<file path="src/rtl/core/lfcm_pkg.sv">
// Package with the shared constants, sine table and item type of the corridor minimum block.
`timescale 1ns / 1ps
package lfcm_pkg;

  localparam int unsigned SCAN_BEAMS        = 360;
  localparam int unsigned HALF_SECTOR_BEAMS = 90;
  localparam int unsigned TABLE_LAST        = 90;
  localparam int unsigned FRAC_BITS         = 15;

  localparam logic [15:0] FORWARD_LIMIT_RESET = 16'd180;
  localparam logic [15:0] HALF_WIDTH_RESET    = 16'd110;
  localparam logic [15:0] NO_HIT_MM           = 16'hFFFF;

  typedef enum logic [0:0] {
    REG_FORWARD_LIMIT = 1'b0,
    REG_HALF_WIDTH    = 1'b1
  } reg_index_t;

  localparam logic [15:0] SIN_Q15 [0:90] = '{
    16'd0,     16'd572,   16'd1144,  16'd1715,  16'd2286,  16'd2856,  16'd3425,
    16'd3993,  16'd4560,  16'd5126,  16'd5690,  16'd6252,  16'd6813,  16'd7371,
    16'd7927,  16'd8481,  16'd9032,  16'd9580,  16'd10126, 16'd10668, 16'd11207,
    16'd11743, 16'd12275, 16'd12803, 16'd13328, 16'd13848, 16'd14365, 16'd14876,
    16'd15384, 16'd15886, 16'd16384, 16'd16877, 16'd17364, 16'd17847, 16'd18324,
    16'd18795, 16'd19261, 16'd19720, 16'd20174, 16'd20622, 16'd21063, 16'd21498,
    16'd21926, 16'd22348, 16'd22763, 16'd23170, 16'd23571, 16'd23965, 16'd24351,
    16'd24730, 16'd25102, 16'd25466, 16'd25822, 16'd26170, 16'd26510, 16'd26842,
    16'd27166, 16'd27482, 16'd27789, 16'd28088, 16'd28378, 16'd28660, 16'd28932,
    16'd29197, 16'd29452, 16'd29698, 16'd29935, 16'd30163, 16'd30382, 16'd30592,
    16'd30792, 16'd30983, 16'd31164, 16'd31336, 16'd31499, 16'd31651, 16'd31795,
    16'd31928, 16'd32052, 16'd32166, 16'd32270, 16'd32365, 16'd32449, 16'd32524,
    16'd32588, 16'd32643, 16'd32688, 16'd32723, 16'd32748, 16'd32763, 16'd32768
  };

  function automatic logic [15:0] sin_lookup(input logic [6:0] deg);
    logic [15:0] val;
    val = 16'd0;
    if (deg <= 7'(TABLE_LAST)) begin
      val = SIN_Q15[deg];
    end
    return val;
  endfunction

  typedef struct packed {
    logic        used;
    logic        last;
    logic [15:0] range_mm;
    logic [15:0] sin_q;
    logic [15:0] cos_q;
  } beam_item_t;

endpackage

</file>
<file path="src/rtl/core/lfcm_if.sv">
// Valid/ready channel interfaces for lidar samples and corridor results.
`timescale 1ns / 1ps
interface lfcm_sample_if;
  logic        valid;
  logic        ready;
  logic [8:0]  scan_index;
  logic [15:0] range_mm;
  logic        scan_last;
  modport source (output valid, scan_index, range_mm, scan_last, input ready);
  modport sink (input valid, scan_index, range_mm, scan_last, output ready);
endinterface

interface lfcm_result_if;
  logic        valid;
  logic        ready;
  logic        obstacle_found;
  logic [15:0] nearest_mm;
  modport source (output valid, obstacle_found, nearest_mm, input ready);
  modport sink (input valid, obstacle_found, nearest_mm, output ready);
endinterface

</file>
<file path="src/rtl/core/lfcm_front.sv">
// Front stage: accepts samples, maps the beam to an angle and fetches sine and cosine.
`timescale 1ns / 1ps
module lfcm_front
  import lfcm_pkg::*;
(
  input  logic          clk,
  input  logic          rst,
  lfcm_sample_if.sink   sample,
  output logic          push_valid,
  output beam_item_t    push_item,
  input  logic          push_ready
);

  logic       used;
  logic [6:0] deg;
  logic       hold;

  always_comb begin
    used = 1'b0;
    deg  = 7'd0;
    if (sample.scan_index < 9'(HALF_SECTOR_BEAMS)) begin
      used = 1'b1;
      deg  = sample.scan_index[6:0];
    end else if (sample.scan_index >= 9'(SCAN_BEAMS - HALF_SECTOR_BEAMS) &&
                 sample.scan_index < 9'(SCAN_BEAMS)) begin
      used = 1'b1;
      deg  = 7'(9'(SCAN_BEAMS - 1) - sample.scan_index);
    end
  end

  assign hold         = push_valid && !push_ready;
  assign sample.ready = !hold;

  always_ff @(posedge clk) begin
    if (rst) begin
      push_valid <= 1'b0;
    end else if (!hold) begin
      push_valid <= sample.valid;
    end
  end

  always_ff @(posedge clk) begin
    if (!hold && sample.valid) begin
      push_item.used     <= used;
      push_item.last     <= sample.scan_last;
      push_item.range_mm <= sample.range_mm;
      push_item.sin_q    <= sin_lookup(deg);
      push_item.cos_q    <= sin_lookup(7'(TABLE_LAST) - deg);
    end
  end

endmodule

</file>
<file path="src/rtl/core/lfcm_fifo.sv">
// Four-entry queue that decouples the front stage from the back stage.
`timescale 1ns / 1ps
module lfcm_fifo
  import lfcm_pkg::*;
(
  input  logic       clk,
  input  logic       rst,
  input  logic       push_valid,
  input  beam_item_t push_item,
  output logic       push_ready,
  output logic       pop_valid,
  output beam_item_t pop_item,
  input  logic       pop_ready
);

  beam_item_t  entries [0:3];
  logic [1:0]  wr_ptr;
  logic [1:0]  rd_ptr;
  logic [2:0]  count;
  logic        do_push;
  logic        do_pop;

  assign push_ready = (count != 3'd4);
  assign pop_valid  = (count != 3'd0);
  assign pop_item   = entries[rd_ptr];
  assign do_push    = push_valid && push_ready;
  assign do_pop     = pop_valid && pop_ready;

  always_ff @(posedge clk) begin
    if (rst) begin
      wr_ptr <= 2'd0;
      rd_ptr <= 2'd0;
      count  <= 3'd0;
    end else begin
      if (do_push) begin
        wr_ptr <= wr_ptr + 2'd1;
      end
      if (do_pop) begin
        rd_ptr <= rd_ptr + 2'd1;
      end
      if (do_push && !do_pop) begin
        count <= count + 3'd1;
      end else if (do_pop && !do_push) begin
        count <= count - 3'd1;
      end
    end
  end

  always_ff @(posedge clk) begin
    if (do_push) begin
      entries[wr_ptr] <= push_item;
    end
  end

endmodule

</file>
<file path="src/rtl/core/lfcm_back.sv">
// Back stage: forms both products, tests the corridor and keeps the running minimum.
`timescale 1ns / 1ps
module lfcm_back
  import lfcm_pkg::*;
(
  input  logic          clk,
  input  logic          rst,
  input  logic          pop_valid,
  input  beam_item_t    pop_item,
  output logic          pop_ready,
  input  logic [15:0]   forward_limit_mm,
  input  logic [15:0]   half_width_mm,
  lfcm_result_if.source result
);

  logic        p_valid;
  logic        p_used;
  logic        p_last;
  logic [31:0] p_lat;
  logic [31:0] p_fwd;

  logic [15:0] running_min;
  logic        hit_seen;
  logic [15:0] running_min_next;
  logic        hit_seen_next;
  logic        qualify;
  logic [15:0] fwd_mm;
  logic        acc_take;

  assign acc_take  = p_valid && (!p_last || !result.valid || result.ready);
  assign pop_ready = !p_valid || acc_take;

  always_ff @(posedge clk) begin
    if (rst) begin
      p_valid <= 1'b0;
    end else if (pop_ready) begin
      p_valid <= pop_valid;
    end
  end

  always_ff @(posedge clk) begin
    if (pop_ready && pop_valid) begin
      p_used <= pop_item.used;
      p_last <= pop_item.last;
      p_lat  <= {16'd0, pop_item.range_mm} * {16'd0, pop_item.sin_q};
      p_fwd  <= {16'd0, pop_item.range_mm} * {16'd0, pop_item.cos_q};
    end
  end

  always_comb begin
    fwd_mm  = p_fwd[30:15];
    qualify = p_used &&
              (p_lat < {1'b0, half_width_mm, 15'd0}) &&
              (p_fwd < {1'b0, forward_limit_mm, 15'd0});
    running_min_next = running_min;
    if (qualify && fwd_mm < running_min) begin
      running_min_next = fwd_mm;
    end
    hit_seen_next = hit_seen || qualify;
  end

  always_ff @(posedge clk) begin
    if (rst) begin
      running_min <= NO_HIT_MM;
      hit_seen    <= 1'b0;
    end else if (acc_take) begin
      if (p_last) begin
        running_min <= NO_HIT_MM;
        hit_seen    <= 1'b0;
      end else begin
        running_min <= running_min_next;
        hit_seen    <= hit_seen_next;
      end
    end
  end

  always_ff @(posedge clk) begin
    if (rst) begin
      result.valid <= 1'b0;
    end else if (acc_take && p_last) begin
      result.valid <= 1'b1;
    end else if (result.ready) begin
      result.valid <= 1'b0;
    end
  end

  always_ff @(posedge clk) begin
    if (acc_take && p_last) begin
      result.obstacle_found <= hit_seen_next;
      result.nearest_mm     <= hit_seen_next ? running_min_next : NO_HIT_MM;
    end
  end

endmodule

</file>
<file path="src/rtl/core/lidar_front_corridor_min.sv">
// Top level of the front corridor nearest-obstacle finder for a lidar scan.
//
//   Port     Direction  Content
//   sample   sink       scan_index, range_mm, scan_last
//   result   source     obstacle_found, nearest_mm (one item per scan)
//   wr_*     in         register writes: index 0 forward limit, 1 half width
//
// One sample is accepted every cycle unless a full queue holds the front. After the last
// sample, the result passes front register, queue, multiply register and output register.
// The two 16 by 16 multiplies share one stage; the minimum update takes the next.
// Reset is synchronous and restores the default limits and an empty scan.
// A stalled result holds the back stage, and the four-entry queue keeps the front running.
`timescale 1ns / 1ps
module lidar_front_corridor_min
  import lfcm_pkg::*;
(
  input  logic          clk,
  input  logic          rst,
  lfcm_sample_if.sink   sample,
  lfcm_result_if.source result,
  input  logic          wr_en,
  input  reg_index_t    wr_index,
  input  logic [15:0]   wr_data
);

  logic [15:0] forward_limit_mm;
  logic [15:0] half_width_mm;
  logic        push_valid;
  logic        push_ready;
  beam_item_t  push_item;
  logic        pop_valid;
  logic        pop_ready;
  beam_item_t  pop_item;

  always_ff @(posedge clk) begin
    if (rst) begin
      forward_limit_mm <= FORWARD_LIMIT_RESET;
      half_width_mm    <= HALF_WIDTH_RESET;
    end else if (wr_en) begin
      unique case (wr_index)
        REG_FORWARD_LIMIT: forward_limit_mm <= wr_data;
        REG_HALF_WIDTH:    half_width_mm    <= wr_data;
        default:           ;
      endcase
    end
  end

  lfcm_front u_front (
    .clk        (clk),
    .rst        (rst),
    .sample     (sample),
    .push_valid (push_valid),
    .push_item  (push_item),
    .push_ready (push_ready)
  );

  lfcm_fifo u_fifo (
    .clk        (clk),
    .rst        (rst),
    .push_valid (push_valid),
    .push_item  (push_item),
    .push_ready (push_ready),
    .pop_valid  (pop_valid),
    .pop_item   (pop_item),
    .pop_ready  (pop_ready)
  );

  lfcm_back u_back (
    .clk              (clk),
    .rst              (rst),
    .pop_valid        (pop_valid),
    .pop_item         (pop_item),
    .pop_ready        (pop_ready),
    .forward_limit_mm (forward_limit_mm),
    .half_width_mm    (half_width_mm),
    .result           (result)
  );

endmodule
</file>
<file path="src/flat_wrapper.sv">
// flat-port wrapper written by rule: the top's interface ports become plain ports
module lidar_front_corridor_min_flat import lfcm_pkg::*;
  (clk, rst, wr_en, wr_index, wr_data, sample_valid, sample_scan_index, sample_range_mm, sample_scan_last, sample_ready, result_valid, result_obstacle_found, result_nearest_mm, result_ready);
  lfcm_sample_if sample_i ();
  lfcm_result_if result_i ();
  input  logic clk;
  input  logic rst;
  input  logic wr_en;
  input  reg_index_t wr_index;
  input  logic [15:0] wr_data;
  input wire logic [$bits(sample_i.valid)-1:0] sample_valid;
  input wire logic [$bits(sample_i.scan_index)-1:0] sample_scan_index;
  input wire logic [$bits(sample_i.range_mm)-1:0] sample_range_mm;
  input wire logic [$bits(sample_i.scan_last)-1:0] sample_scan_last;
  output wire logic [$bits(sample_i.ready)-1:0] sample_ready;
  output wire logic [$bits(result_i.valid)-1:0] result_valid;
  output wire logic [$bits(result_i.obstacle_found)-1:0] result_obstacle_found;
  output wire logic [$bits(result_i.nearest_mm)-1:0] result_nearest_mm;
  input wire logic [$bits(result_i.ready)-1:0] result_ready;
  assign sample_i.valid = sample_valid;
  assign sample_i.scan_index = sample_scan_index;
  assign sample_i.range_mm = sample_range_mm;
  assign sample_i.scan_last = sample_scan_last;
  assign sample_ready = sample_i.ready;
  assign result_valid = result_i.valid;
  assign result_obstacle_found = result_i.obstacle_found;
  assign result_nearest_mm = result_i.nearest_mm;
  assign result_i.ready = result_ready;
  lidar_front_corridor_min u_core (.clk(clk), .rst(rst), .sample(sample_i), .result(result_i), .wr_en(wr_en), .wr_index(wr_index), .wr_data(wr_data));
endmodule
</file>
<file path="config.mk">
export PLATFORM = sky130hd
export DESIGN_NAME = lidar_front_corridor_min_flat
export DESIGN_NICKNAME = d
export VERILOG_FILES = /design/src/rtl/core/lfcm_pkg.sv /design/src/rtl/core/lfcm_if.sv /design/src/rtl/core/lfcm_front.sv /design/src/rtl/core/lfcm_fifo.sv /design/src/rtl/core/lfcm_back.sv /design/src/rtl/core/lidar_front_corridor_min.sv /design/src/flat_wrapper.sv
export SDC_FILE = /design/constraint.sdc
export NUM_CORES = 2
export LEC_CHECK = 0
export BUFFER_PORTS_ARGS = -buffer_cell sky130_fd_sc_hd__buf_2
export CAP_MARGIN = 20
export CORE_MARGIN = 2
export CORE_UTILIZATION = 60
export DETAILED_ROUTE_END_ITERATION = 6
export GPL_TIMING_DRIVEN = 1
export PLACE_DENSITY = 0.81
export SLEW_MARGIN = 40
export SYNTH_ARGS = -nofsm -noshare
export SYNTH_HDL_FRONTEND = slang
export SYNTH_SLANG_ARGS = --single-unit
</file>
<file path="constraint.sdc">
create_clock -name clk -period 14.75 [get_ports clk]
set_input_delay 1.475 -clock clk [delete_from_list [all_inputs] [get_ports clk]]
set_output_delay 1.475 -clock clk [all_outputs]
set_load 0.01 [all_outputs]
</file>
# Word level (Yosys, flattened, before mapping)
# Memory sizes are Yosys's and may differ from the RTL's. A register that Yosys moved wholly into a read port is not among the register bits.
# Cells that the tools add are included.
totals:
  reg_bits: 160
  ramBits: 200
  mem_bits_ro: 4096
  input_bits: 48
  out_inout_bits: 19
  wordCells: 86
  n_memories: 3
mem_list:
  columns: ["memory", "depth", "width", "read_ports", "rd_clocked_by_memory_dff", "write_ports", "line", "source"]
  rows:
  - ["(name not given)", 128, 16, 1, 1, 0, "lfcm_pkg.sv:39", "val = SIN_Q15[deg];"]
  - ["(name not given)", 128, 16, 1, 1, 0, "lfcm_pkg.sv:39", null]
  - ["u_core.u_fifo.entries", 4, 50, 1, 1, 1, "lfcm_fifo.sv:16", "beam_item_t entries [0:3];"]
classes:
  add_sub_neg: 6
  multipliers: 2
  order_cmp: 8
  n_eq_ne: 1
  n_mux: 14
  bitwise: 3
  n_reduce_logical: 30
op_table:
  columns: ["operator", "count"]
  rows:
  - ["32-bit by 31-bit less-than comparator with 1-bit output", 2]
  - ["16-bit by 16-bit multiplier with 32-bit output", 2]
  - ["16-bit 2-to-1 mux", 2]
  - ["16-bit less-than comparator", 1]
  - ["7-bit NOT with 8-bit output", 2]
  - ["7-bit less-or-equal comparator, second input constant", 2]
  - ["7-bit 2-to-1 mux", 2]
  - ["7-bit subtractor, first input constant", 2]
  - ["1-bit logical AND", 12]
  - ["9-bit >= comparator, second input constant", 1]
  - ["1-bit zero test", 9]
  - ["9-bit by 7-bit less-than comparator with 1-bit output, second input constant", 1]
  - ["9-bit less-than comparator, second input constant", 1]
  - ["1-bit 2-to-1 mux", 6]
  - ["3-bit 2-to-1 mux", 2]
  - ["2-bit by 1-bit adder with 2-bit output, second input constant", 2]
  - ["1-bit logical OR", 4]
  - ["2-bit 2-to-1 mux", 2]
  - ["2-bit AND reduction", 2]
  - ["2-bit nonzero test", 2]
  - ["3-bit by 1-bit adder with 3-bit output, second input constant", 1]
  - ["3-bit inequality test, second input constant", 1]
  - ["3-bit nonzero test", 1]
  - ["3-bit by 1-bit subtractor with 3-bit output, second input constant", 1]
  - ["1-bit NOT", 1]

# Longest topological paths before layout
logic_depth:
  word_depth: 9
  mapped_depth: 30
  ltp_nobuf: 25

# By module
# From an unflattened synthesis, not the netlist that was laid out.
unflattened:
  cells_unflattened: 3323
  hier_area_um2: 34386.7
by_module_without_submodules:
  columns: ["module", "n_inst", "cells_per_inst", "area_per_inst_um2", "seq_area_each_um2"]
  rows:
  - ["lfcm_back", 1, 2132, 19543.7, 1971.9]
  - ["lfcm_fifo", 1, 310, 7737.4, 6185.9]
  - ["lfcm_front", 1, 753, 5779.3, 1521.5]
  - ["lidar_front_corridor_min", 1, 128, 1326.3, 640.6]

# Least setup slack after synthesis
# No wires, ideal clock.
synth_path:
  path_type: "register -> register"
  startpoint: "register with a tool-made name"
  endpoint: "register u_core.u_back.p_lat[31], data pin"
  setup_time_ps: 272
  t_arrival_ps: 7520
  required_time_ps: 14478
  path_slack_ps: 6958
  stages_incl_launch_ff: 30
  path_buffers: 5
  period_less_slack_ps: 7792
  cell_sequence: "dfxtp_1 buf_2 buf_4 buf_1 clkbuf_1 mux2i_1 nand2_1 o21a_1 clkbuf_1 nand2_1 fa_1 inv_1 fa_1 inv_1 fa_1 inv_1 fa_1 fa_1 inv_1 fa_1 inv_1 ha_1 and4_1 nand2_1 o311ai_0 o21ai_0 o2111a_1 or2_2 o21ai_0 a211oi_1"
synth_lines:
  columns: ["element", "line", "source"]
  rows:
  - ["to (signal assigned)", "lfcm_back.sv:45", "p_lat <= {16'd0, pop_item.range_mm} * {16'd0, pop_item.sin_q};"]
  - ["to (decl)", "lfcm_back.sv:19", "logic [31:0] p_lat;"]

==> results by group <==
Die
  – Initial Utilization: 0.605
  – Die Y-Extent: 245 microns
  – Row cnt: 88
  – IO Count: 67
  – Die width: 245 microns
  – Die area: 0.0599 sq mm
  – Core Footprint: 0.0575 sq mm

Timing
  – Max frequency: 120 MHz
  – Final Skew: 0.0328 ns
  – Setup TNS: 0 ns
  – Final Cycle Share: 0.567
  – Final Hold Violating Endpoints: 0
  – Slew Viols, Final: 0
  – RSZ-0062 raised after global routing: no
  – Crit path time final: 8.36 ns
  – Tightest Pin Transition: 0.913 ns
  – Worst slew margin: 0.391
  – Final setup viols: 0

Route
  – Initial drt markers: 2825
  – Final wirelength: 90.7 mm
  – Vias after detailed routing: 26800
  – Vias per cell: 6.25
  – Detail Route Antenna Nets: 0
  – DR DRC count: 1
  – Drt first pass iters: 7
  – DR WL/cell: 21.1 microns

GRT
  – Initial antenna violation count: 1
  – First-pass GRT wire length: 144 mm
  – Pin count of the biggest net entering global routing: 78
  – Vias in the first global route: 26900
  – Grt total ovfl: 0
  – Tot GR Track Use: 0.305

Synthesis
  – Synth Area per Inst: 9.82 sq um
  – Top FF cell, synth: edfxtp_1
  – EDFF count, synth: 303
  – Flops & latches, synth: 364
  – Post-synth cell types: 87
  – Cell Area, Synth: 0.0348 sq mm
  – Synth async-reset ratio: 0
  – Syn. warnings: 0
  – Syn Inst Count: 3540
  – Syn nets: 4252
  – Register area share after synthesis: 0.297

Layout
  – Layout cells sized above 1: 0.0865
  – Commonest non-fill, non-tap cells in the layout: 519 x inv_1, 476 x nand2_1, 387 x fa_1
  – Area Growth Syn to Fin: 6.84%
  – Commonest non-fill, non-tap cell in the layout: inv_1
  – Layout Nets: 4209

Placement
  – Port Buf Inserts: 66
  – Hpwl dp: 64.1 mm
  – GP Congestion: 0.974

Status
  – Failing checks: DRC
  – Status: finished with violations

CTS
  – Bufs on Longest Clock Path: 3
  – Hold-fix buffers at CTS: 0
  – CTS Root Cell: clkbuf_16
  – H-tree levels: 2
  – CTS tree: built
  – Sink Count: 364
  – CTS clock-pin slew for the worst setup and hold paths: 0.06 ns
  – Gates resized, CTS repair: 0
  – Clk_lat worst skew: 0.61 ns
  – Total CTS buffers: 39
  – Setup bufs post-CTS: 0

Critical path
  – Capturing element type of the critical path: register
  – Max FO, Critical Path: 46
  – Critical path class: reg -> reg
  – Startpoint types: register
  – Reg-to-reg slack, setup: 6.39 ns
  – Worst path required time: 15.09 ns
  – WP data arrival: 8.70 ns

Worst hold path
  – Hold WC Path Type: reg -> reg

Job
  – Maxcap violations: 0
==> worst max-delay path, cell delays in order, from the launching register on <==
cell,delay (ns)
dfxtp_4,0.85
buf_4,0.62
mux4_2,0.79
and2_1,0.26
fa_1,0.50
inv_1,0.06
fa_1,0.53
inv_1,0.05
fa_1,0.50
fa_1,0.43
fa_1,0.48
inv_1,0.05
fa_1,0.48
inv_1,0.04
ha_1,0.38
and4_1,0.26
nand2_1,0.08
o311ai_0,0.38
o21ai_0,0.22
o2111a_1,0.33
nor3_1,0.45
nor4_1,0.14
nand3b_1,0.19
==> metal layers <==
metal	track usage	up-vias	wire, microns
met3	0.0574	388	9290
met1	0.395	13000	33800
met2	0.493	1684	42200
met4	0.157	0	5460
met5	0	-	0
li1	-	11800	-
==> final timing paths <==
check	startpoint	endpoint	depth (start not counted)
max	register	u_core.u_back.p_lat[29]	22
min	u_core.half_width_mm[0]	u_core.half_width_mm[0]	2
max reg2reg	register	u_core.u_back.p_lat[29]	22
min reg2reg	u_core.half_width_mm[0]	u_core.half_width_mm[0]	2
==> through the flow <==
step | instance area (sq um) | hold slack, ns | setup WS [ns] | utilization | instances
floorplan | 34800 | 0.436 | 6.96 | - | 3540
global placement | 35700 | 0.445 | 6.41 | 0.622 | 4221
detailed placement | 35800 | 0.449 | 6.25 | 0.622 | 4221
CTS | 37100 | 0.458 | 6.22 | 0.645 | 4290
global route | 37100 | 0.480 | 6.04 | 0.646 | 4290
finish | 37100 | 0.460 | 6.39 | 0.646 | 4291
==> cells by family (layout without fill, tap and decap cells) <==
logic type / Yosys count / count (layout) / share of synthesized area
AOI/OAI and AO/OA: 602 / 602 / 0.115
adders and majority gates: 665 / 665 / 0.323
other: 0 / 1 / 0
DFF: 364 / 364 / 0.297
and+or+nand+nor: 1036 / 1036 / 0.132
buffers and inverters: 728 / 713 / 0.0799
xor gates and xnor gates: 46 / 46 / 0.0120
muxes: 99 / 99 / 0.0411
==> layout make-up <==
type	count	area [sq um]
diodes	1	2.50
inverters	521	1960
flip-flops and latches	364	10300
clock buffers	48	1030
multi-input cells	2448	21800
repair buffers	123	762
clock inverters	21	290
well taps	765	957
fillers	4387	20300
==> cells in the mapped netlist (35+ instances only) <==
cell,number,share of area
nor2_1,245,0.026
inv_1,519,0.056
o211ai_1,48,0.010
ha_1,277,0.10
nor3_1,69,0.0099
nand2_1,476,0.051
mux2i_1,38,0.011
a21oi_1,154,0.022
dfxtp_1,61,0.035
a21o_1,38,0.0082
and2_1,101,0.018
fa_1,387,0.22
nand3_1,35,0.0050
clkbuf_1,167,0.018
o21ai_0,117,0.017
edfxtp_1,303,0.26
==> state kept, by name, summed over array words and instances (netlist names), named ones only <==
register                             count
u_core.u_fifo.wr_ptr                     2
u_core.u_fifo.count                      3
u_core.u_front.push_item                50
u_core.half_width_mm                    16
u_core.forward_limit_mm                 16
u_core.u_fifo.entries                  200
u_core.u_back.result.valid               1
u_core.u_back.hit_seen                   1
u_core.u_back.result.obstacle_found      1
u_core.u_fifo.rd_ptr                     2
u_core.u_front.push_valid                1
u_core.u_back.p_valid                    1
u_core.u_back.p_last                     1
u_core.u_back.p_used                     1
u_core.u_back.p_fwd                     17
u_core.u_back.p_lat                     17
u_core.u_back.result.nearest_mm         16
u_core.u_back.running_min               16
Power is left out: the tool's default activity adds up to more than one toggle a clock period on the data nets, which glitch-free logic cannot reach.
